==> src/design/binary_majority_filter_3x3_assert.svh <==
// ---------------------------------------------------------------------------
// Assertion macros shared by the majority filter RTL
// ---------------------------------------------------------------------------
`ifndef BINARY_MAJORITY_FILTER_3X3_ASSERT_SVH
`define BINARY_MAJORITY_FILTER_3X3_ASSERT_SVH

// plain invariant, checked at every rising clock edge outside reset
`define BMF_ASSERT(lbl, clk, rst_n, prop, msg) \
  lbl: assert property (@(posedge clk) disable iff (!rst_n) (prop)) else $error(msg);

// same-cycle implication
`define BMF_ASSERT_IMP(lbl, clk, rst_n, ante, cons, msg) \
  lbl: assert property (@(posedge clk) disable iff (!rst_n) (ante) |-> (cons)) \
    else $error(msg);

`endif

==> src/design/bmf3x3_pkg.sv <==
`timescale 1ns / 1ps
// ---------------------------------------------------------------------------
// bmf3x3_pkg
// Types, constants and the 3x3 majority decision shared by the filter.
// ---------------------------------------------------------------------------
package bmf3x3_pkg;

  localparam int SIDE_W      = 6;
  localparam logic [SIDE_W-1:0] SIDE_RESET = 6'd32;
  localparam int MAX_RESULTS = 33;
  localparam int GRP_W       = 6;
  localparam int HELD_W      = 6;
  localparam int TOT_W       = 7;
  localparam int QUEUE_DEPTH = 4;
  localparam int ADDR_W      = 3;
  localparam int DATA_W      = 32;

  // register index, taken from paddr[2]
  localparam logic REG_SIDE = 1'b0;

  typedef enum logic [1:0] {
    ST_IDLE,
    ST_MID,
    ST_EDGE,
    ST_FLUSH
  } bk_state_e;

  typedef struct packed {
    logic [8:0] win;
    logic       top_ok;
    logic       mid_left_ok;
    logic       edge_left_ok;
    logic       has_mid;
    logic       has_edge;
    logic       flush;
  } job_ctl_t;

  // window: three 3-bit columns, oldest lowest; bit j of a column is row j
  function automatic logic majority(input logic [8:0] win, input logic [2:0] colok,
                                    input logic [2:0] rowok);
    logic [3:0] ones;
    logic [3:0] cnt;
    logic       m;
    int         k;
    int         j;
    ones = '0;
    cnt  = '0;
    for (k = 0; k < 3; k++) begin
      for (j = 0; j < 3; j++) begin
        m    = colok[k] & rowok[j];
        cnt  = cnt + 4'(m);
        ones = ones + 4'(m & win[3*k+j]);
      end
    end
    return ({ones, 1'b0} >= {1'b0, cnt});
  endfunction

endpackage

==> src/design/bmf3x3_fifo.sv <==
`timescale 1ns / 1ps
// ---------------------------------------------------------------------------
// bmf3x3_fifo
// Small register queue with synchronous clear, data visible at the head.
// ---------------------------------------------------------------------------
module bmf3x3_fifo #(
  parameter int WIDTH = 8,
  parameter int DEPTH = 4
) (
  input  logic             clk_i,
  input  logic             rst_ni,
  input  logic             clr_i,
  input  logic             push_i,
  input  logic [WIDTH-1:0] wdata_i,
  output logic             full_o,
  input  logic             pop_i,
  output logic [WIDTH-1:0] rdata_o,
  output logic             valid_o
);

  localparam int PW = (DEPTH > 1) ? $clog2(DEPTH) : 1;
  localparam int NW = $clog2(DEPTH + 1);

  logic [DEPTH-1:0][WIDTH-1:0] mem_q;
  logic [PW-1:0] wr_q, wr_d, rd_q, rd_d;
  logic [NW-1:0] cnt_q, cnt_d;
  logic          do_push, do_pop;

  always_comb begin
    full_o  = (cnt_q == NW'(DEPTH));
    valid_o = (cnt_q != '0);
    rdata_o = mem_q[rd_q];
    do_push = push_i && !full_o;
    do_pop  = pop_i && valid_o;
    wr_d    = wr_q;
    rd_d    = rd_q;
    cnt_d   = cnt_q;
    if (do_push) begin
      wr_d = (wr_q == PW'(DEPTH - 1)) ? '0 : wr_q + PW'(1);
    end
    if (do_pop) begin
      rd_d = (rd_q == PW'(DEPTH - 1)) ? '0 : rd_q + PW'(1);
    end
    if (do_push && !do_pop) begin
      cnt_d = cnt_q + NW'(1);
    end else if (do_pop && !do_push) begin
      cnt_d = cnt_q - NW'(1);
    end
  end

  always_ff @(posedge clk_i or negedge rst_ni) begin
    if (!rst_ni) begin
      wr_q  <= '0;
      rd_q  <= '0;
      cnt_q <= '0;
    end else if (clr_i) begin
      wr_q  <= '0;
      rd_q  <= '0;
      cnt_q <= '0;
    end else begin
      wr_q  <= wr_d;
      rd_q  <= rd_d;
      cnt_q <= cnt_d;
    end
  end

  always_ff @(posedge clk_i) begin
    if (do_push) begin
      mem_q[wr_q] <= wdata_i;
    end
  end

endmodule

==> src/design/bmf3x3_front.sv <==
`timescale 1ns / 1ps
// ---------------------------------------------------------------------------
// bmf3x3_front
// Takes pixels, keeps line stores and window, and queues the result jobs and run sizes.
// ---------------------------------------------------------------------------
`include "binary_majority_filter_3x3_assert.svh"

module bmf3x3_front
  import bmf3x3_pkg::*;
#(
  parameter int MAX_SIDE = 32
) (
  input  logic                  clk_i,
  input  logic                  rst_ni,
  input  logic                  clr_i,
  input  logic [SIDE_W-1:0]     side_i,
  input  logic                  in_valid_i,
  output logic                  in_ready_o,
  input  logic                  pixel_i,
  output logic                  job_push_o,
  output job_ctl_t              job_ctl_o,
  output logic [2*MAX_SIDE-1:0] job_snap_o,
  input  logic                  job_full_i,
  output logic                  grp_push_o,
  output logic [GRP_W-1:0]      grp_size_o,
  input  logic                  grp_full_i
);

  localparam int CW = (MAX_SIDE > 1) ? $clog2(MAX_SIDE) : 1;

  logic [CW-1:0]            row_q, row_d, col_q, col_d;
  logic [MAX_SIDE-1:0][1:0] line_q, line_d;
  logic [8:0]               win_q, win_d;
  logic [HELD_W-1:0]        held_q, held_d;
  logic                     fire;
  logic [1:0]               old_w;
  logic [2:0]               new_col;
  logic [SIDE_W-1:0]        row_w, col_w, side_m1;
  logic                     has_mid, has_edge, img_end;
  logic [TOT_W-1:0]         own, tot;
  logic [GRP_W-1:0]         grp_n;

  always_comb begin
    in_ready_o = !job_full_i && !grp_full_i;
    fire       = in_valid_i && in_ready_o;
    row_w      = SIDE_W'(row_q);
    col_w      = SIDE_W'(col_q);
    side_m1    = side_i - SIDE_W'(1);

    // line store: bit 1 older row, bit 0 newer row
    old_w          = line_q[col_q];
    new_col        = {pixel_i, old_w[0], old_w[1]};
    line_d         = line_q;
    line_d[col_q]  = {old_w[0], pixel_i};
    win_d          = {new_col, win_q[8:3]};

    has_mid  = (row_w != '0) && (col_w != '0);
    has_edge = (row_w != '0) && (col_w == side_m1);
    img_end  = (row_w == side_m1) && (col_w == side_m1);

    // results held back from an over-long burst open the next run
    own = TOT_W'(has_mid) + TOT_W'(has_edge) + (img_end ? TOT_W'(side_i) : '0);
    tot = TOT_W'(held_q) + own;
    if (tot > TOT_W'(MAX_RESULTS)) begin
      grp_n = GRP_W'(MAX_RESULTS);
    end else begin
      grp_n = GRP_W'(tot);
    end
    held_d = HELD_W'(tot - TOT_W'(grp_n));

    row_d = row_q;
    col_d = col_q + CW'(1);
    if (col_w == side_m1) begin
      col_d = '0;
      row_d = (row_w == side_m1) ? '0 : row_q + CW'(1);
    end

    job_ctl_o.win          = win_d;
    job_ctl_o.top_ok       = (row_w >= SIDE_W'(2));
    job_ctl_o.mid_left_ok  = (col_w >= SIDE_W'(2));
    job_ctl_o.edge_left_ok = (col_w != '0);
    job_ctl_o.has_mid      = has_mid;
    job_ctl_o.has_edge     = has_edge;
    job_ctl_o.flush        = img_end;
    job_snap_o             = line_d;

    job_push_o = fire && (has_mid || has_edge || img_end);
    grp_push_o = fire && (grp_n != '0);
    grp_size_o = grp_n;
  end

  always_ff @(posedge clk_i or negedge rst_ni) begin
    if (!rst_ni) begin
      row_q  <= '0;
      col_q  <= '0;
      held_q <= '0;
    end else if (clr_i) begin
      row_q  <= '0;
      col_q  <= '0;
      held_q <= '0;
    end else if (fire) begin
      row_q  <= row_d;
      col_q  <= col_d;
      held_q <= held_d;
    end
  end

  always_ff @(posedge clk_i or negedge rst_ni) begin
    if (!rst_ni) begin
      line_q <= '0;
      win_q  <= '0;
    end else if (fire) begin
      line_q <= line_d;
      win_q  <= win_d;
    end
  end

  `BMF_ASSERT(a_held_bound, clk_i, rst_ni, held_q <= HELD_W'(MAX_SIDE), "held count overflow")

endmodule

==> src/design/bmf3x3_back.sv <==
`timescale 1ns / 1ps
// ---------------------------------------------------------------------------
// bmf3x3_back
// Works off queued jobs one result per cycle unless the output stalls, and marks run boundaries and the image end.
// ---------------------------------------------------------------------------
`include "binary_majority_filter_3x3_assert.svh"

module bmf3x3_back
  import bmf3x3_pkg::*;
#(
  parameter int MAX_SIDE = 32
) (
  input  logic                  clk_i,
  input  logic                  rst_ni,
  input  logic                  clr_i,
  input  logic [SIDE_W-1:0]     side_i,
  input  logic                  job_valid_i,
  input  job_ctl_t              job_ctl_i,
  input  logic [2*MAX_SIDE-1:0] job_snap_i,
  output logic                  job_pop_o,
  input  logic                  grp_valid_i,
  input  logic [GRP_W-1:0]      grp_size_i,
  output logic                  grp_pop_o,
  output logic                  out_valid_o,
  input  logic                  out_ready_i,
  output logic                  filtered_pixel_o,
  output logic                  last_of_run_o,
  output logic                  end_of_image_o
);

  localparam int CW = (MAX_SIDE > 1) ? $clog2(MAX_SIDE) : 1;
  localparam int SHW = 2 * MAX_SIDE + 2;

  bk_state_e        st_q, st_d, first_st;
  job_ctl_t         ctl_q;
  logic [SHW-1:0]   sh_q;
  logic [1:0]       prev_q, cur_w, nxt_w;
  logic [CW-1:0]    col_q;
  logic             grp_open_q, grp_open_d;
  logic [GRP_W-1:0] grp_left_q, grp_left_d, left_w;
  logic             out_valid_q, filt_q, last_q, end_q;
  logic             slot_free, emit, job_end, take;
  logic             res_w, eoi_w, last_col, run_last;
  logic [2:0]       row_ok;
  logic [8:0]       fl_win;

  always_comb begin
    slot_free = !out_valid_q || out_ready_i;
    emit      = (st_q != ST_IDLE) && slot_free && (grp_open_q || grp_valid_i);

    cur_w    = sh_q[1:0];
    nxt_w    = sh_q[3:2];
    last_col = (SIDE_W'(col_q) == side_i - SIDE_W'(1));
    fl_win   = {1'b0, nxt_w[0], nxt_w[1], 1'b0, cur_w[0], cur_w[1],
                1'b0, prev_q[0], prev_q[1]};
    row_ok   = {2'b11, ctl_q.top_ok};

    first_st = ST_FLUSH;
    if (job_ctl_i.has_mid) begin
      first_st = ST_MID;
    end else if (job_ctl_i.has_edge) begin
      first_st = ST_EDGE;
    end

    res_w   = 1'b0;
    eoi_w   = 1'b0;
    job_end = 1'b0;
    st_d    = st_q;
    unique case (st_q)
      ST_IDLE: begin
        st_d = ST_IDLE;
      end
      ST_MID: begin
        res_w   = majority(ctl_q.win, {2'b11, ctl_q.mid_left_ok}, row_ok);
        job_end = !ctl_q.has_edge && !ctl_q.flush;
        if (emit) begin
          st_d = ctl_q.has_edge ? ST_EDGE : ST_FLUSH;
        end
      end
      ST_EDGE: begin
        res_w   = majority(ctl_q.win, {1'b1, ctl_q.edge_left_ok, 1'b0}, row_ok);
        job_end = !ctl_q.flush;
        if (emit) begin
          st_d = ST_FLUSH;
        end
      end
      ST_FLUSH: begin
        res_w   = majority(fl_win, {!last_col, 1'b1, col_q != '0},
                           {1'b0, 1'b1, side_i >= SIDE_W'(2)});
        eoi_w   = last_col;
        job_end = last_col;
      end
      default: begin
        st_d = ST_IDLE;
      end
    endcase
    job_end = job_end && emit;

    // load the next job without a bubble when the current one finishes
    take      = job_valid_i && ((st_q == ST_IDLE) || job_end);
    job_pop_o = take;
    if (take) begin
      st_d = first_st;
    end else if (job_end) begin
      st_d = ST_IDLE;
    end

    left_w     = grp_open_q ? grp_left_q : grp_size_i;
    grp_pop_o  = emit && !grp_open_q;
    run_last   = (left_w == GRP_W'(1));
    grp_open_d = grp_open_q;
    grp_left_d = grp_left_q;
    if (emit) begin
      grp_open_d = !run_last;
      grp_left_d = left_w - GRP_W'(1);
    end
  end

  always_ff @(posedge clk_i or negedge rst_ni) begin
    if (!rst_ni) begin
      st_q        <= ST_IDLE;
      grp_open_q  <= 1'b0;
      grp_left_q  <= '0;
      out_valid_q <= 1'b0;
    end else if (clr_i) begin
      st_q        <= ST_IDLE;
      grp_open_q  <= 1'b0;
      grp_left_q  <= '0;
      out_valid_q <= 1'b0;
    end else begin
      st_q       <= st_d;
      grp_open_q <= grp_open_d;
      grp_left_q <= grp_left_d;
      if (emit) begin
        out_valid_q <= 1'b1;
      end else if (out_ready_i) begin
        out_valid_q <= 1'b0;
      end
    end
  end

  always_ff @(posedge clk_i) begin
    if (take) begin
      ctl_q  <= job_ctl_i;
      sh_q   <= {2'b00, job_snap_i};
      prev_q <= '0;
      col_q  <= '0;
    end else if (emit && (st_q == ST_FLUSH)) begin
      // advance one column along the snapshot
      sh_q   <= {2'b00, sh_q[SHW-1:2]};
      prev_q <= cur_w;
      col_q  <= col_q + CW'(1);
    end
    if (emit) begin
      filt_q <= res_w;
      last_q <= run_last;
      end_q  <= eoi_w;
    end
  end

  assign out_valid_o      = out_valid_q;
  assign filtered_pixel_o = filt_q;
  assign last_of_run_o    = last_q;
  assign end_of_image_o   = end_q;

  `BMF_ASSERT_IMP(a_end_closes_run, clk_i, rst_ni, out_valid_q && end_q, last_q, "image end inside run")
  `BMF_ASSERT_IMP(a_run_count, clk_i, rst_ni, grp_open_q, grp_left_q != '0, "open run with zero left")
  `BMF_ASSERT_IMP(a_flush_col, clk_i, rst_ni, st_q == ST_FLUSH, SIDE_W'(col_q) < side_i, "flush column past side")

endmodule

==> src/design/binary_majority_filter_3x3.sv <==
`timescale 1ns / 1ps
// ---------------------------------------------------------------------------
// binary_majority_filter_3x3
// 3x3 binary majority filter over a square raster image of programmable side.
// ---------------------------------------------------------------------------
//  channel  direction  handshake                         payload
//  in       input      in_valid_i / in_ready_o           pixel_i
//  out      output     out_valid_o / out_ready_i         filtered_pixel_o, last_of_run_o,
//                                                        end_of_image_o
//  cfg      input      psel, penable, pwrite / pready    paddr, pwdata, prdata
//
//  One pixel per cycle in; the back end gives one result per cycle out unless the output stalls.
//  A row end below the top row yields two results and the image's last pixel side + 2, worked off while
//  the next pixels yield few; the input stalls only when the job or run queue fills.
//  Off the last column and row, a result is formed one row and one pixel after its pixel.
//  No clearing pass after reset. A write to side restarts the image and drops
//  any queued job and any result still held back from the final burst.
// ---------------------------------------------------------------------------
module binary_majority_filter_3x3
  import bmf3x3_pkg::*;
#(
  parameter int MAX_SIDE = 32
) (
  input  logic              clk_i,
  input  logic              rst_ni,
  input  logic              in_valid_i,
  output logic              in_ready_o,
  input  logic              pixel_i,
  output logic              out_valid_o,
  input  logic              out_ready_i,
  output logic              filtered_pixel_o,
  output logic              last_of_run_o,
  output logic              end_of_image_o,
  input  logic              psel,
  input  logic              penable,
  input  logic              pwrite,
  input  logic [ADDR_W-1:0] paddr,
  input  logic [DATA_W-1:0] pwdata,
  output logic [DATA_W-1:0] prdata,
  output logic              pready
);

  localparam int JW = $bits(job_ctl_t) + 2 * MAX_SIDE;

  logic [SIDE_W-1:0]     side_q, side_eff;
  logic                  cfg_wr;
  job_ctl_t              job_ctl_w, job_ctl_r;
  logic [2*MAX_SIDE-1:0] job_snap_w, job_snap_r;
  logic [JW-1:0]         job_rdata;
  logic                  job_push, job_full, job_pop, job_valid;
  logic                  grp_push, grp_full, grp_pop, grp_valid;
  logic [GRP_W-1:0]      grp_size_w, grp_size_r;

  always_comb begin
    pready = 1'b1;
    cfg_wr = psel && penable && pwrite && (paddr[ADDR_W-1] == REG_SIDE);
    prdata = (paddr[ADDR_W-1] == REG_SIDE) ? DATA_W'(side_q) : '0;
    // clamp side into 1..MAX_SIDE
    if (side_q == '0) begin
      side_eff = SIDE_W'(1);
    end else if (side_q > SIDE_W'(MAX_SIDE)) begin
      side_eff = SIDE_W'(MAX_SIDE);
    end else begin
      side_eff = side_q;
    end
  end

  always_ff @(posedge clk_i or negedge rst_ni) begin
    if (!rst_ni) begin
      side_q <= SIDE_RESET;
    end else if (cfg_wr) begin
      side_q <= pwdata[SIDE_W-1:0];
    end
  end

  bmf3x3_front #(.MAX_SIDE(MAX_SIDE)) u_front (
    .clk_i      (clk_i),
    .rst_ni     (rst_ni),
    .clr_i      (cfg_wr),
    .side_i     (side_eff),
    .in_valid_i (in_valid_i),
    .in_ready_o (in_ready_o),
    .pixel_i    (pixel_i),
    .job_push_o (job_push),
    .job_ctl_o  (job_ctl_w),
    .job_snap_o (job_snap_w),
    .job_full_i (job_full),
    .grp_push_o (grp_push),
    .grp_size_o (grp_size_w),
    .grp_full_i (grp_full)
  );

  bmf3x3_fifo #(.WIDTH(JW), .DEPTH(QUEUE_DEPTH)) u_job_q (
    .clk_i   (clk_i),
    .rst_ni  (rst_ni),
    .clr_i   (cfg_wr),
    .push_i  (job_push),
    .wdata_i ({job_ctl_w, job_snap_w}),
    .full_o  (job_full),
    .pop_i   (job_pop),
    .rdata_o (job_rdata),
    .valid_o (job_valid)
  );

  assign {job_ctl_r, job_snap_r} = job_rdata;

  bmf3x3_fifo #(.WIDTH(GRP_W), .DEPTH(QUEUE_DEPTH)) u_grp_q (
    .clk_i   (clk_i),
    .rst_ni  (rst_ni),
    .clr_i   (cfg_wr),
    .push_i  (grp_push),
    .wdata_i (grp_size_w),
    .full_o  (grp_full),
    .pop_i   (grp_pop),
    .rdata_o (grp_size_r),
    .valid_o (grp_valid)
  );

  bmf3x3_back #(.MAX_SIDE(MAX_SIDE)) u_back (
    .clk_i            (clk_i),
    .rst_ni           (rst_ni),
    .clr_i            (cfg_wr),
    .side_i           (side_eff),
    .job_valid_i      (job_valid),
    .job_ctl_i        (job_ctl_r),
    .job_snap_i       (job_snap_r),
    .job_pop_o        (job_pop),
    .grp_valid_i      (grp_valid),
    .grp_size_i       (grp_size_r),
    .grp_pop_o        (grp_pop),
    .out_valid_o      (out_valid_o),
    .out_ready_i      (out_ready_i),
    .filtered_pixel_o (filtered_pixel_o),
    .last_of_run_o    (last_of_run_o),
    .end_of_image_o   (end_of_image_o)
  );

endmodule
==> config.mk <==
export PLATFORM = sky130hd
export DESIGN_NAME = binary_majority_filter_3x3
export DESIGN_NICKNAME = d
export VERILOG_FILES = /design/src/design/bmf3x3_pkg.sv /design/src/design/bmf3x3_fifo.sv /design/src/design/bmf3x3_front.sv /design/src/design/bmf3x3_back.sv /design/src/design/binary_majority_filter_3x3.sv
export VERILOG_INCLUDE_DIRS = /design/src /design/src/design
export SDC_FILE = /design/constraint.sdc
export NUM_CORES = 1
export LEC_CHECK = 0
export BUFFER_PORTS_ARGS = -buffer_cell sky130_fd_sc_hd__buf_2
export CAP_MARGIN = 15
export CORE_ASPECT_RATIO = 0.6
export CORE_UTILIZATION = 40
export CTS_BUF_LIST = sky130_fd_sc_hd__clkbuf_8
export CTS_CLUSTER_DIAMETER = 50
export DETAILED_ROUTE_END_ITERATION = 8
export MAX_ROUTING_LAYER = met4
export SLEW_MARGIN = 20
export SYNTH_ARGS = -nofsm -noshare
export SYNTH_HDL_FRONTEND = slang
export SYNTH_SLANG_ARGS = --single-unit
==> constraint.sdc <==
create_clock -name clk_i -period 7.5 [get_ports clk_i]
set_input_delay 1.5 -clock clk_i [delete_from_list [all_inputs] [get_ports clk_i]]
set_output_delay 1.5 -clock clk_i [all_outputs]
set_load 0.01 [all_outputs]
Word-level counts from Yosys, hierarchy flattened. Cells that the tools add are included.

Register bits: 547. Bits of input ports: 43.

Add/subtract/negate cells: 53. $lt $le $gt $ge: 16. Eq/ne operators: 15. Mux-type cells: 68. Bitwise gates (word level): 18. Reduce and logical (&&, ||, !) cells: 68.

Operators by type and width (number): $bwmux 316 (1); $bmux 79 s2 (1); $demux 79 s2 (1); $mux 79 (2); $mux 64 (2); $mux 6 (12); $bwmux 64 (1); $add 4x1->4 (15); $add 4x4->4 (11); $mux 2 (20); $mux 5 (7); $add 4x1->4 const B (7); $logic_and 1x1->1 (28); $bwmux 24 (1); $eq 5x6->1 (3); $mux 3 (6); $reduce_bool 2->1 (9); $and 1x1->1 (17); $add 5x1->5 const B (3); $ge 5x4->1 (3); $reduce_bool 3->1 (5); $reduce_bool 5->1 (3); $bmux 6 s2 (1); $demux 6 s2 (1); other kinds (34) (78).

Longest topological paths before layout. Gate-level depths: netlist (run 1).

Depth in word-level cells: 19. Mapped depth: 28. Gate-level depth less buffers: 26.

By module. Synthesis (run 1) repeated with hierarchy kept, for this count alone.

Cell total of the unflattened synthesis: 1657. Area total of the unflattened synthesis: 25480.7 um^2.

By module, submodules not included: bmf3x3_fifo at u_job_q (times used 1, cells each 477, area an instance 11931.4 um^2, sequential area each 9664.3 um^2); bmf3x3_front (times used 1, cells each 639, area an instance 6192.2 um^2, sequential area each 2152.1 um^2); bmf3x3_back (times used 1, cells each 390, area an instance 5416.4 um^2, sequential area each 2822.7 um^2); bmf3x3_fifo at u_grp_q (times used 1, cells each 94, area an instance 1403.8 um^2, sequential area each 895.9 um^2); binary_majority_filter_3x3 (times used 1, cells each 57, area an instance 536.8 um^2, sequential area each 151.4 um^2).

Least setup slack after synthesis (run 1). OpenSTA, ideal clock, no wires.

Path kind: register -> register. From: register side_q[3]. To: register u_grp_q.cnt_q[2]. Data arrival time: 6.176 ns. Path slack: 1.192 ns. Cell stages (with the launch flop): 28. Path buffers: 3. Period minus slack after synthesis: 6.308 ns. Path through: dfrtp_1 > nor4_2 > o21ai_1 > ha_1 > clkbuf_1 > xnor3_1 > nand2_1 > nor4b_4 > and2_1 > buf_2 > nand2_1 > inv_1 > ha_1 > fa_1 > ha_1 > fa_1 > a21oi_1 > o21ai_0 > xor2_1 > nor4_1 > a21oi_1 > clkbuf_1 > nor2b_1 > fa_1 > or2_2 > mux2i_1 > xnor2_1 > nor2_1.

RTL lines: from (decl) (RTL line binary_majority_filter_3x3.sv:45) `logic [SIDE_W-1:0] side_q, side_eff;`; from (signal assigned) (RTL line binary_majority_filter_3x3.sv:72) `side_q <= pwdata[SIDE_W-1:0];`; to (signal assigned) (RTL line bmf3x3_fifo.sv:63) `cnt_q <= cnt_d;`; to (decl) (RTL line bmf3x3_fifo.sv:26) `logic [NW-1:0] cnt_q, cnt_d;`.

==> results.json, run 1 <==
{
  "start_kind": "flip-flop",
  "cts.clk_slew.worst_paths_ns": 0.07,
  "outcome": "complete, no violations",
  "pwr-share-clk_pct": 21.8,
  "slowest_stage": "nor4_2",
  "detail_route.first_pass.iterations": 5,
  "power_frac_comb_pct": 34.9,
  "hold_end": "u_back.prev_q[1]",
  "hold_depth": 2,
  "ys_types": 75,
  "final_area_um2": 26900,
  "finalNetCount": 1806,
  "core-area_um2": 59800,
  "fillers": 5207,
  "grt_util_all_layers_pct": 17.7,
  "dieWidth_um": 321,
  "avgSynthCellArea_um2": 14.8,
  "min-delay-start": "u_back.prev_q[1]",
  "postSynthCellCount": 1649,
  "placed_area_um2": 25400,
  "layout-drive-gt1-share_pct": 18.0,
  "r2r-start": "side_q[3]",
  "cts-hold-fix-buffers": 0,
  "sequentialPowerShare_pct": 43.3,
  "synthArstFlopShare_pct": 21.3,
  "worstSetupPathType": "flip-flop to flip-flop",
  "die_h_um": 194,
  "wirelength_um": 52800,
  "rows": 69,
  "p_int_mw": 6.93,
  "finClkSkew_ns": 0.0371,
  "synth-seq-cells": 544,
  "dr_wl_met2_um": 22900,
  "cts_tree": "built",
  "synth_top_cell_by_area": "edfxtp_1",
  "cts.sinks": 544,
  "crit_chain": "nor4_2 > o21ai_1 > ha_1 > nand3_1 > a21oi_1 > nor4b_4 > and2_1 > nand2_1 > inv_1 > ha_1 > fa_1 > ha_1 > fa_1 > a21oi_1 > o21ai_0 > xor2_1 > nor4_2 > a21oi_1 > nor2b_1 > fa_1 > or2_2 > mux2i_1 > xnor2_1 > nor2_1",
  "clock.fmax_mhz": 147,
  "max-vdd-ir-drop_v": 0.000330,
  "portBuffers": 25,
  "antenna_found_initial": 2,
  "io-pin-count": 81,
  "p_per_area_nw_per_um2": 401,
  "h-tree-depth": 3,
  "vias": 13500,
  "worstPathRequired_ns": 8.03,
  "clk_latency_ns": 0.67,
  "viasPerCell": 5.27,
  "yosys_warnings": 0,
  "root_buffer": "clkbuf_8",
  "initial_utilization_pct": 40.9,
  "maxCapViolCount": 0,
  "switching_power_mw": 3.87,
  "drt_iter0_drc": 1145,
  "netlist_area_um2": 24500,
  "grt_pass1_vias": 13500,
  "switching_share_pct": 35.9,
  "worstSetupStartpoint": "side_q[3]",
  "grt_pass1_wl_um": 81500,
  "die_area_um2": 62200,
  "grt_max_degree": 97,
  "crit_arrival_ns": 7.34,
  "setup_tns_ns": 0,
  "worstMarginPinSlew_ns": 1.01,
  "synth-edff-count": 421,
  "hold_viol": 0,
  "ff2ff_setup_slack_ns": 0.69,
  "cpPeakStageDelay_ns": 0.54,
  "fin_crit_ns": 6.81,
  "m1WireLength_um": 26400,
  "crit_path_end_kind": "flip-flop",
  "ant_nets": 0,
  "maxSlewViolCount": 0,
  "p_leak_nw": 10.2,
  "routed.top_layer": "met4",
  "diodes": 0,
  "synth_ff_type": "edfxtp_1",
  "worstPathMaxFanout": 8,
  "synth-seq-area-share_pct": 64.1,
  "clockBufferDepth": 3,
  "post-route-period-util_pct": 90.8,
  "drc": 0,
  "gp_congestion": 0.796,
  "grt_overflow": 0,
  "dp_hpwl_um": 31100,
  "slew_headroom_pct": 32.7,
  "rsz0062_at_grt": "false",
  "timing.rr.end": "u_grp_q.cnt_q[2]",
  "cts_buffers": 78,
  "wl_per_cell_um": 20.5,
  "synthToLayoutAreaGrowth_pct": 9.95,
  "synth.top_cell.area_share_pct": 51.6,
  "route.met3.wl_um": 2620,
  "min_path_type": "flip-flop to flip-flop",
  "setup_violations": 0,
  "r2r_cells": 24,
  "synthTopCellsByArea": "edfxtp_1, dfrtp_1, mux4_2"
}
[worst max path at each step]
| stage | to | slack (ns) | depth (start not counted) |
|---|---|---|---|
| floorplan | u_grp_q.cnt_q[2] | 1.19 | 27 |
| detailed placement | u_grp_q.cnt_q[2] | 0.45 | 24 |
| global route | u_grp_q.cnt_q[2] | 0.09 | 24 |
| finish | u_grp_q.cnt_q[2] | 0.69 | 24 |
| CTS | u_grp_q.cnt_q[2] | 0.46 | 24 |
| global placement | u_grp_q.cnt_q[2] | 0.70 | 24 |
[per-layer routing]
metal	vias up	global-route usage [%]
li1	6183	-
met1	6949	26.7
met2	340	24.7
met3	75	3.43
met4	0	4.02
met5	-	-
[cells in the final DEF (no fill, tap or decap), types with 12 or more instances in the layout]
master / instances
a31oi_1: 18
a21oi_1: 60
mux2_2: 32
xnor2_1: 15
mux2i_1: 12
edfxtp_1: 421
o21ai_0: 61
conb_1: 27
inv_1: 90
o31ai_1: 19
buf_2: 24
nand2_1: 206
buf_4: 22
ha_1: 54
and3_1: 15
dfrtp_1: 113
and2_1: 13
mux4_2: 101
fa_1: 17
mux2_1: 62
clkbuf_8: 92
nor2_1: 94
nand3_1: 15
nor2b_1: 13
[critical path, delay by kind of cell (launching register included)]
| kind | cells | cell delay [ns] |
|---|---|---|
| xor+xnor | 2 | 0.34 |
| flops | 1 | 0.47 |
| mux | 1 | 0.18 |
| buf+inv | 1 | 0.15 |
| compound gates | 5 | 0.85 |
| fa+ha+maj | 6 | 2.03 |
| simple gates | 9 | 2.67 |
[area by class of cell]
type,instances,area (um2),share of cell area (%)
Sequential cell,544,15700,58.3
Multi-Input combinational cell,959,8110,30.1
Clock buffer,92,1270,4.70
Tap cell,816,1020,3.79
Timing Repair Buffer,47,305,1.13
Clock inverter,53,297,1.10
Inverter,62,233,0.864
[power groups by stage]
stage | registers (mW) | logic, mW | clock network, mW
global route | 4.76 | 4.20 | 2.54
CTS | 4.69 | 3.82 | 2.41
finish | 4.68 | 3.77 | 2.35
floorplan | 4.44 | 2.95 | 0
detailed placement | 4.74 | 3.80 | 0
global placement | 4.72 | 3.68 | 0
[cells by family after synthesis]
logic type / Yosys count / share of synthesized area (%)
other: 2 / 0.0307
adders and majority gates: 71 / 4.15
xor gates and xnor gates: 27 / 1.13
DFF: 544 / 64.1
buffers and inverters: 171 / 3.36
muxes: 207 / 14.1
AOI/OAI and AO/OA: 196 / 5.00
and+or+nand+nor: 431 / 8.17
[registers in the layout, indices dropped and copies added, names as in the netlist, 5 cells and up]
name / cells
u_job_q.mem_q: 316
u_front.line_q: 64
u_grp_q.mem_q: 24
side_q: 6
u_back.sh_q: 64
u_front.col_q: 5
u_back.ctl_q: 14
u_front.row_q: 5
u_back.col_q: 5
u_front.win_q: 6
u_back.grp_left_q: 6
u_front.held_q: 6
[synth_stat cells (7+ instances only)]
master,instances
edfxtp_1,421
and3_1,15
xnor2_1,15
mux2_2,32
nand2_1,207
nor2b_1,13
nand3_1,15
and2_0,8
dfrtp_1,115
mux4_2,101
a31oi_1,18
ha_1,54
clkbuf_1,61
dfxtp_1,7
fa_1,17
nor2_1,94
and2_1,18
buf_4,29
o31ai_1,19
buf_6,9
nand4_1,7
a21oi_1,60
nor3_1,11
a22oi_1,8
mux2_1,62
xor2_1,9
inv_1,61
mux2i_1,12
o21ai_0,61
[through the flow]
step / setup WS, ns / hold slack [ns] / utilization, % / instances / power, mW
global route: 0.0850 / 0.496 / 45.0 / 2573 / 11.5
global placement: 0.695 / 0.447 / 42.4 / 2428 / 8.41
CTS: 0.459 / 0.468 / 45.0 / 2573 / 10.9
finish: 0.690 / 0.471 / 45.0 / 2573 / 10.8
detailed placement: 0.448 / 0.459 / 42.4 / 2428 / 8.54
floorplan: 1.19 / 0.437 / - / 1674 / 7.39
[repair_timing]
| action | in CTS | in global routing |
|---|---|---|
| setup buffers | 0 | 0 |
| endpoints found under the setup margin | 0 | 1 |
| resized for setup | 0 | 1 |
| hold endpoints to repair | 0 | 0 |
(Power assumes the default switching activity.)
==> run 2, diff against run 1 <==
- ABC_AREA: unset -> 1
==> run 2 against run 1 <==
  * Clock power shrank 4%
  * Maximum frequency grew 17%
  * Synthesized cell count grew 44%
  * Critical path depth grew 13
  * Count of clock-buffer cells in the layout is the same
  * Cell area is essentially flat
  * Final cell count grew 27%
  * Sequential cell count is the same
  * Utilization shrank 0.092 points
  * Setup slack gained 1.0 ns
  * Largest power group unchanged
  * Global-route usage grew 1.8 points
  * Total power grew 11%
==> results.json, run 2 <==
{
  "outcome": "complete, no violations",
  "hold_viol": 0,
  "dp_hpwl_um": 35600,
  "worstPathRequired_ns": 8.07,
  "synth_xor_area_share_pct": 0.956,
  "portBuffers": 25,
  "rows": 69,
  "largestRegisters": "u_job_q.mem_q: 316 flops, u_back.sh_q: 64 flops, u_front.line_q: 64 flops",
  "h-tree-depth": 3,
  "grt_overflow": 0,
  "grt_max_degree": 105,
  "synthArstFlopShare_pct": 21.3,
  "grt_pass1_vias": 16100,
  "cts_resized": 0,
  "post-route-period-util_pct": 77.3,
  "final_core_util_pct": 44.9,
  "worstMarginPinSlew_ns": 1.02,
  "synthToLayoutAreaGrowth_pct": 9.57,
  "dieWidth_um": 322,
  "clock.fmax_mhz": 172,
  "power_frac_comb_pct": 40.4,
  "avgSynthCellArea_um2": 10.4,
  "min_path_type": "flip-flop to flip-flop",
  "clockBufferDepth": 3,
  "grt_util_all_layers_pct": 19.6,
  "synth-seq-cells": 544,
  "yosys_warnings": 0,
  "drt_iter0_drc": 1496,
  "synthTopCellsByCount": "nand2_1, edfxtp_1, o21ai_0",
  "worstSetupPathType": "flip-flop to flip-flop",
  "ys_types": 45,
  "setup_violations": 0,
  "cts_tree": "built",
  "wirelength_um": 59300,
  "finalNetCount": 2509,
  "core-area_um2": 60000,
  "finClkSkew_ns": 0.0325,
  "rsz0062_at_grt": "false",
  "cts.clk_slew.worst_paths_ns": 0.06,
  "die_area_um2": 62500,
  "p_int_mw": 7.00,
  "switching_power_mw": 4.99,
  "final_cell_mix": "nand2_1, edfxtp_1, o21ai_0",
  "cpMostUsedCell": "nand2_1",
  "drc": 0,
  "setup_tns_ns": 0,
  "netlist_area_um2": 24600,
  "post_cts_buffers": 0,
  "p_per_area_nw_per_um2": 445,
  "synth_ff_type": "edfxtp_1",
  "viasPerCell": 5.19,
  "cts-hold-fix-buffers": 0,
  "slew_headroom_pct": 32.3,
  "cts_buffers": 80,
  "synthTopCellsByArea": "edfxtp_1, dfrtp_1, nand2_1",
  "switching_share_pct": 41.6,
  "regMostFlops": "u_job_q.mem_q",
  "worstPathMaxFanout": 9,
  "pwr-share-clk_pct": 18.8,
  "max-vdd-ir-drop_v": 0.000394,
  "io-pin-count": 81,
  "p_leak_nw": 10.6,
  "wl_per_cell_um": 18.1,
  "mostFrequentLayoutCell": "nand2_1",
  "vias": 17000,
  "layout-drive-gt1-share_pct": 7.89,
  "diodes": 0,
  "die_h_um": 194,
  "sequentialPowerShare_pct": 40.8,
  "detail_route.first_pass.iterations": 5,
  "yosysMostFrequentCell": "nand2_1",
  "root_buffer": "clkbuf_8",
  "maxSlewViolCount": 0,
  "initial_utilization_pct": 41.0,
  "slowest_stage": "dfstp_2",
  "ant_nets": 0,
  "synth_top_cell_by_area": "edfxtp_1",
  "clk_latency_ns": 0.66,
  "start_kind": "flip-flop",
  "gp_congestion": 0.839,
  "synth_compound_area_share_pct": 11.7,
  "crit_path_end_kind": "flip-flop",
  "synth_mux_area_share_pct": 0,
  "synthSimpleGateAreaFrac_pct": 13.4,
  "synth_adder_area_share_pct": 4.13,
  "synth.top_cell.area_share_pct": 51.4,
  "postSynthCellCount": 2367,
  "synth-seq-area-share_pct": 63.8,
  "synth_top_family_by_area": "simple AND/OR/NAND/NOR gates",
  "antenna_found_initial": 0,
  "synth-edff-count": 421,
  "cpPeakStageDelay_ns": 0.58,
  "maxCapViolCount": 0,
  "largest_register_ffs": 316,
  "cts.sinks": 544,
  "crit_arrival_ns": 6.37,
  "grt_pass1_wl_um": 91800,
  "fin_crit_ns": 5.80
}
run 2: cell types whose count changed after synthesis, sizes merged, moves of 15 or more:
cell	delta
mux2	-94
and3	-15
nor2	+183
and2	-25
nand2	+275
o21ai	+306
a31oi	-18
nand3	+36
o31ai	-18
clkbuf	+17
mux4	-101
inv	+153
o22ai	+92
run 2: critical path, delay by kind of cell (launching register included):
kind                       cells  cell delay (ns)
DFF                            1             0.58
adders and majority gates      5             1.43
and+or+nand+nor               22             2.43
AOI/OAI and AO/OA              2             0.26
buffers and inverters          6             0.52
xor gates and xnor gates       2             0.47
run 2: stage by stage:
step           hold WS, ns  power [mW]  area, um2  std cells  setup WS, ns
3_3_place_gp         0.453        9.62      25400       3129          1.82
6_report             0.463        12.0      26900       3276          1.70
5_1_grt              0.491        12.9      26900       3276          1.17
4_1_cts              0.465        12.1      26900       3276          1.74
2_1_floorplan        0.441        8.24      24700       2392          1.48
3_5_place_dp         0.455        9.79      25400       3129          1.76
run 2: power by group through the flow:
stage | logic [mW] | clock network [mW] | registers, mW
global route | 5.50 | 2.43 | 4.97
floorplan | 3.41 | 0 | 4.83
finish | 4.85 | 2.25 | 4.89
global placement | 4.69 | 0 | 4.93
detailed placement | 4.85 | 0 | 4.95
CTS | 4.86 | 2.31 | 4.89
run 2: kinds of logic (layout without fill, tap and decap cells):
group | count (synthesis) | in the layout
simple gates | 833 | 833
xor+xnor | 26 | 26
flops | 544 | 544
buf+inv | 350 | 418
compound gates | 541 | 541
fa+ha+maj | 71 | 71
other cells | 2 | 27
run 2: final timing paths:
check	slack, ns	cells past startpoint	end	startpoint
worst min register to register	0.46	2	u_back.prev_q[0]	u_back.prev_q[0]
worst max register to register	1.70	37	u_grp_q.cnt_q[2]	side_q[5]
worst max-delay path	1.70	37	u_grp_q.cnt_q[2]	side_q[5]
worst min-delay path	0.46	2	u_back.prev_q[0]	u_back.prev_q[0]
min in group asynchronous	0.82	1	u_front.line_q[53]	rst_ni
max in group asynchronous	5.64	2	u_job_q.rd_q[0]	rst_ni
run 2: cell type report:
class | count | area [um2]
fillers | 5595 | 33100
flip-flops and latches | 544 | 15700
multi-input cells | 1498 | 7570
clock buffers | 92 | 1270
well taps | 816 | 1020
inverters | 218 | 825
repair buffers | 53 | 338
clock inverters | 55 | 231
run 2: routing by layer:
layer / up-vias / GRT usage (%) / wire length, um
met4: 0 / 4.07 / 743
met3: 69 / 4.02 / 4590
met5: - / - / 0
li1: 8074 / - / -
met1: 8320 / 29.9 / 29500
met2: 528 / 26.4 / 24500
==> run 3, diff against run 2 <==
- clock period: 7.5 -> 4.7 ns (I/O delays scaled with it)
==> run 3 against run 2 <==
  * The flow now finishes with violations (setup timing)
  * Total power is 67% higher
  * Worst hold slack worse by 0.075 ns
  * Die area stayed put
  * Critical endpoint unchanged
==> results.json, run 3 (synthesis gave the netlist of run 2 again) <==
{
  "outcome": "finished, violations left",
  "failed_checks": "setup timing",
  "sequentialPowerShare_pct": 39.0,
  "worstPathRequired_ns": 5.28,
  "cts_tree": "built",
  "synthToLayoutAreaGrowth_pct": 14.8,
  "min_path_type": "input port to async pin",
  "die_area_um2": 62500,
  "start_kind": "flip-flop",
  "viasPerCell": 5.17,
  "maxCapViolCount": 0,
  "core-area_um2": 60000,
  "ant_nets": 0,
  "clock.fmax_mhz": 206,
  "clockBufferDepth": 3,
  "post-route-period-util_pct": 103,
  "slowest_stage": "dfstp_2",
  "dp_hpwl_um": 37500,
  "fillers": 5460,
  "p_per_area_nw_per_um2": 710,
  "initial_utilization_pct": 41.0,
  "portBuffers": 25,
  "mostFrequentLayoutCell": "nand2_1",
  "cts.sinks": 544,
  "final_cell_mix": "nand2_1, edfxtp_1, o21ai_0",
  "fin_crit_ns": 4.86,
  "wl_per_cell_um": 18.4,
  "cts_buffers": 81,
  "io-pin-count": 81,
  "grt_use_met3_pct": 4.40,
  "grt_pass1_wl_um": 94900,
  "layout.cells.non_filler": 3361,
  "switching_share_pct": 41.4,
  "wirelength_um": 61700,
  "layout-drive-gt1-share_pct": 14.0,
  "grt_pass1_vias": 16600,
  "hold_viol": 0,
  "antenna_found_initial": 0,
  "root_buffer": "clkbuf_8",
  "worstPathMaxFanout": 4,
  "rows": 69,
  "multi_input_area_um2": 7960,
  "regArea_um2": 15700,
  "finalNetCount": 2593,
  "drc": 0,
  "gp_congestion": 0.848,
  "drt_iter0_drc": 1649,
  "switching_power_mw": 8.29,
  "power_frac_comb_pct": 42.6,
  "die_h_um": 194,
  "rsz0062_at_grt": "true",
  "placed_area_um2": 26200,
  "cts.clk_slew.worst_paths_ns": 0.07,
  "largestRegisters": "u_job_q.mem_q: 316 flops, u_back.sh_q: 64 flops, u_front.line_q: 64 flops",
  "pwr-share-clk_pct": 18.4,
  "max-vdd-ir-drop_v": 0.000550,
  "clk_latency_ns": 0.66,
  "grt_max_degree": 103,
  "vias": 17400,
  "worst_slack_ns": -0.160,
  "use_met1_pct": 30.4,
  "dp_cells": 3190,
  "grt_util_all_layers_pct": 20.3,
  "regMostFlops": "u_job_q.mem_q",
  "dieWidth_um": 322,
  "crit_path_end_kind": "flip-flop",
  "maxSlewViolCount": 0,
  "worstMarginPinSlew_ns": 1.06,
  "final_area_um2": 28200,
  "fin_hold_ws_ns": 0.387,
  "finClkSkew_ns": 0.0440,
  "setup_violations": 2,
  "worstSetupPathType": "flip-flop to flip-flop",
  "grt_overflow": 0,
  "p_leak_nw": 11.1,
  "detail_route.first_pass.iterations": 5,
  "largest_register_ffs": 316,
  "use_met2_pct": 28.0,
  "setup_tns_ns": -0.191,
  "cpMostUsedCell": "nand2_2",
  "slew_headroom_pct": 29.2,
  "diodes": 0,
  "h-tree-depth": 3,
  "top_usage_layer": "met1",
  "cpPeakStageDelay_ns": 0.60,
  "crit_arrival_ns": 5.44,
  "p_int_mw": 11.7
}
run 3: changes by cell type in the layout (fill, tap and decap cells not counted), moves of 8 or more:
cell / before / now
nand3_2: 0 / 10
nor2_4: 5 / 16
buf_4: 29 / 84
nor2_1: 270 / 252
nand2_1: 468 / 445
nand2_2: 10 / 27
buf_6: 0 / 13
buf_12: 0 / 15
inv_2: 6 / 14
nand3_1: 51 / 41
run 3: path summary, 6_finish.rpt:
| kind | from | endpoint | slack (ns) | cells past startpoint |
|---|---|---|---|---|
| worst max-delay path | side_q[5] | u_grp_q.cnt_q[2] | -0.16 | 36 |
| max in group asynchronous | rst_ni | u_front.line_q[23] | 3.31 | 2 |
| worst min-delay path | rst_ni | side_q[1] | 0.39 | 1 |
| min in group clk_i | u_back.prev_q[0] | u_back.prev_q[0] | 0.47 | 2 |
| worst max register to register | side_q[5] | u_grp_q.cnt_q[2] | -0.16 | 36 |
| worst min register to register | u_back.prev_q[0] | u_back.prev_q[0] | 0.47 | 2 |
run 3: repair_timing:
action                     CTS  global route
resized for setup           23            78
setup endpoints to repair   12            43
hold buffers                 0             0
buffers inserted            14            16
pin swaps                   30            47
run 3: critical path, delay by kind of cell, from the launching register on:
| kind | cells | cell delay, ns |
|---|---|---|
| compound gates | 1 | 0.11 |
| buf+inv | 7 | 0.48 |
| simple gates | 20 | 1.59 |
| xor+xnor | 2 | 0.34 |
| flops | 1 | 0.60 |
| fa+ha+maj | 6 | 1.66 |
run 3: cell type report:
type	count	area share (%)
clock buffer	91	4.44
clock inverter	58	0.962
inverter	218	2.93
multi-input combinational	1498	28.2
sequential	544	55.6
tap	816	3.62
timing repair buffer	136	4.24
run 3: metal layers:
layer / routed length (um) / part of all wire [%] / up-vias
met5: 0 / 0 / -
met4: 908 / 1.5 / 0
met3: 4990 / 8.1 / 82
met2: 25700 / 42 / 581
met1: 30200 / 49 / 8444
li1: - / - / 8256
run 3: power by group through the flow:
stage | registers (mW) | logic, mW | clock network [mW]
floorplan | 7.71 | 5.52 | 0
global placement | 7.86 | 7.99 | 0
detailed placement | 7.89 | 8.25 | 0
CTS | 7.81 | 8.34 | 3.77
global route | 7.94 | 9.58 | 3.96
finish | 7.82 | 8.53 | 3.68
run 3: through the flow:
stage          util [%]  total power, mW  setup slack (ns)
2_1_floorplan         -             13.2             -1.28
3_3_place_gp       43.6             15.9            -0.157
3_5_place_dp       43.6             16.1            -0.251
4_1_cts            46.5             19.9           -0.0420
5_1_grt            47.0             21.5            -0.438
6_report           47.0             20.0            -0.160
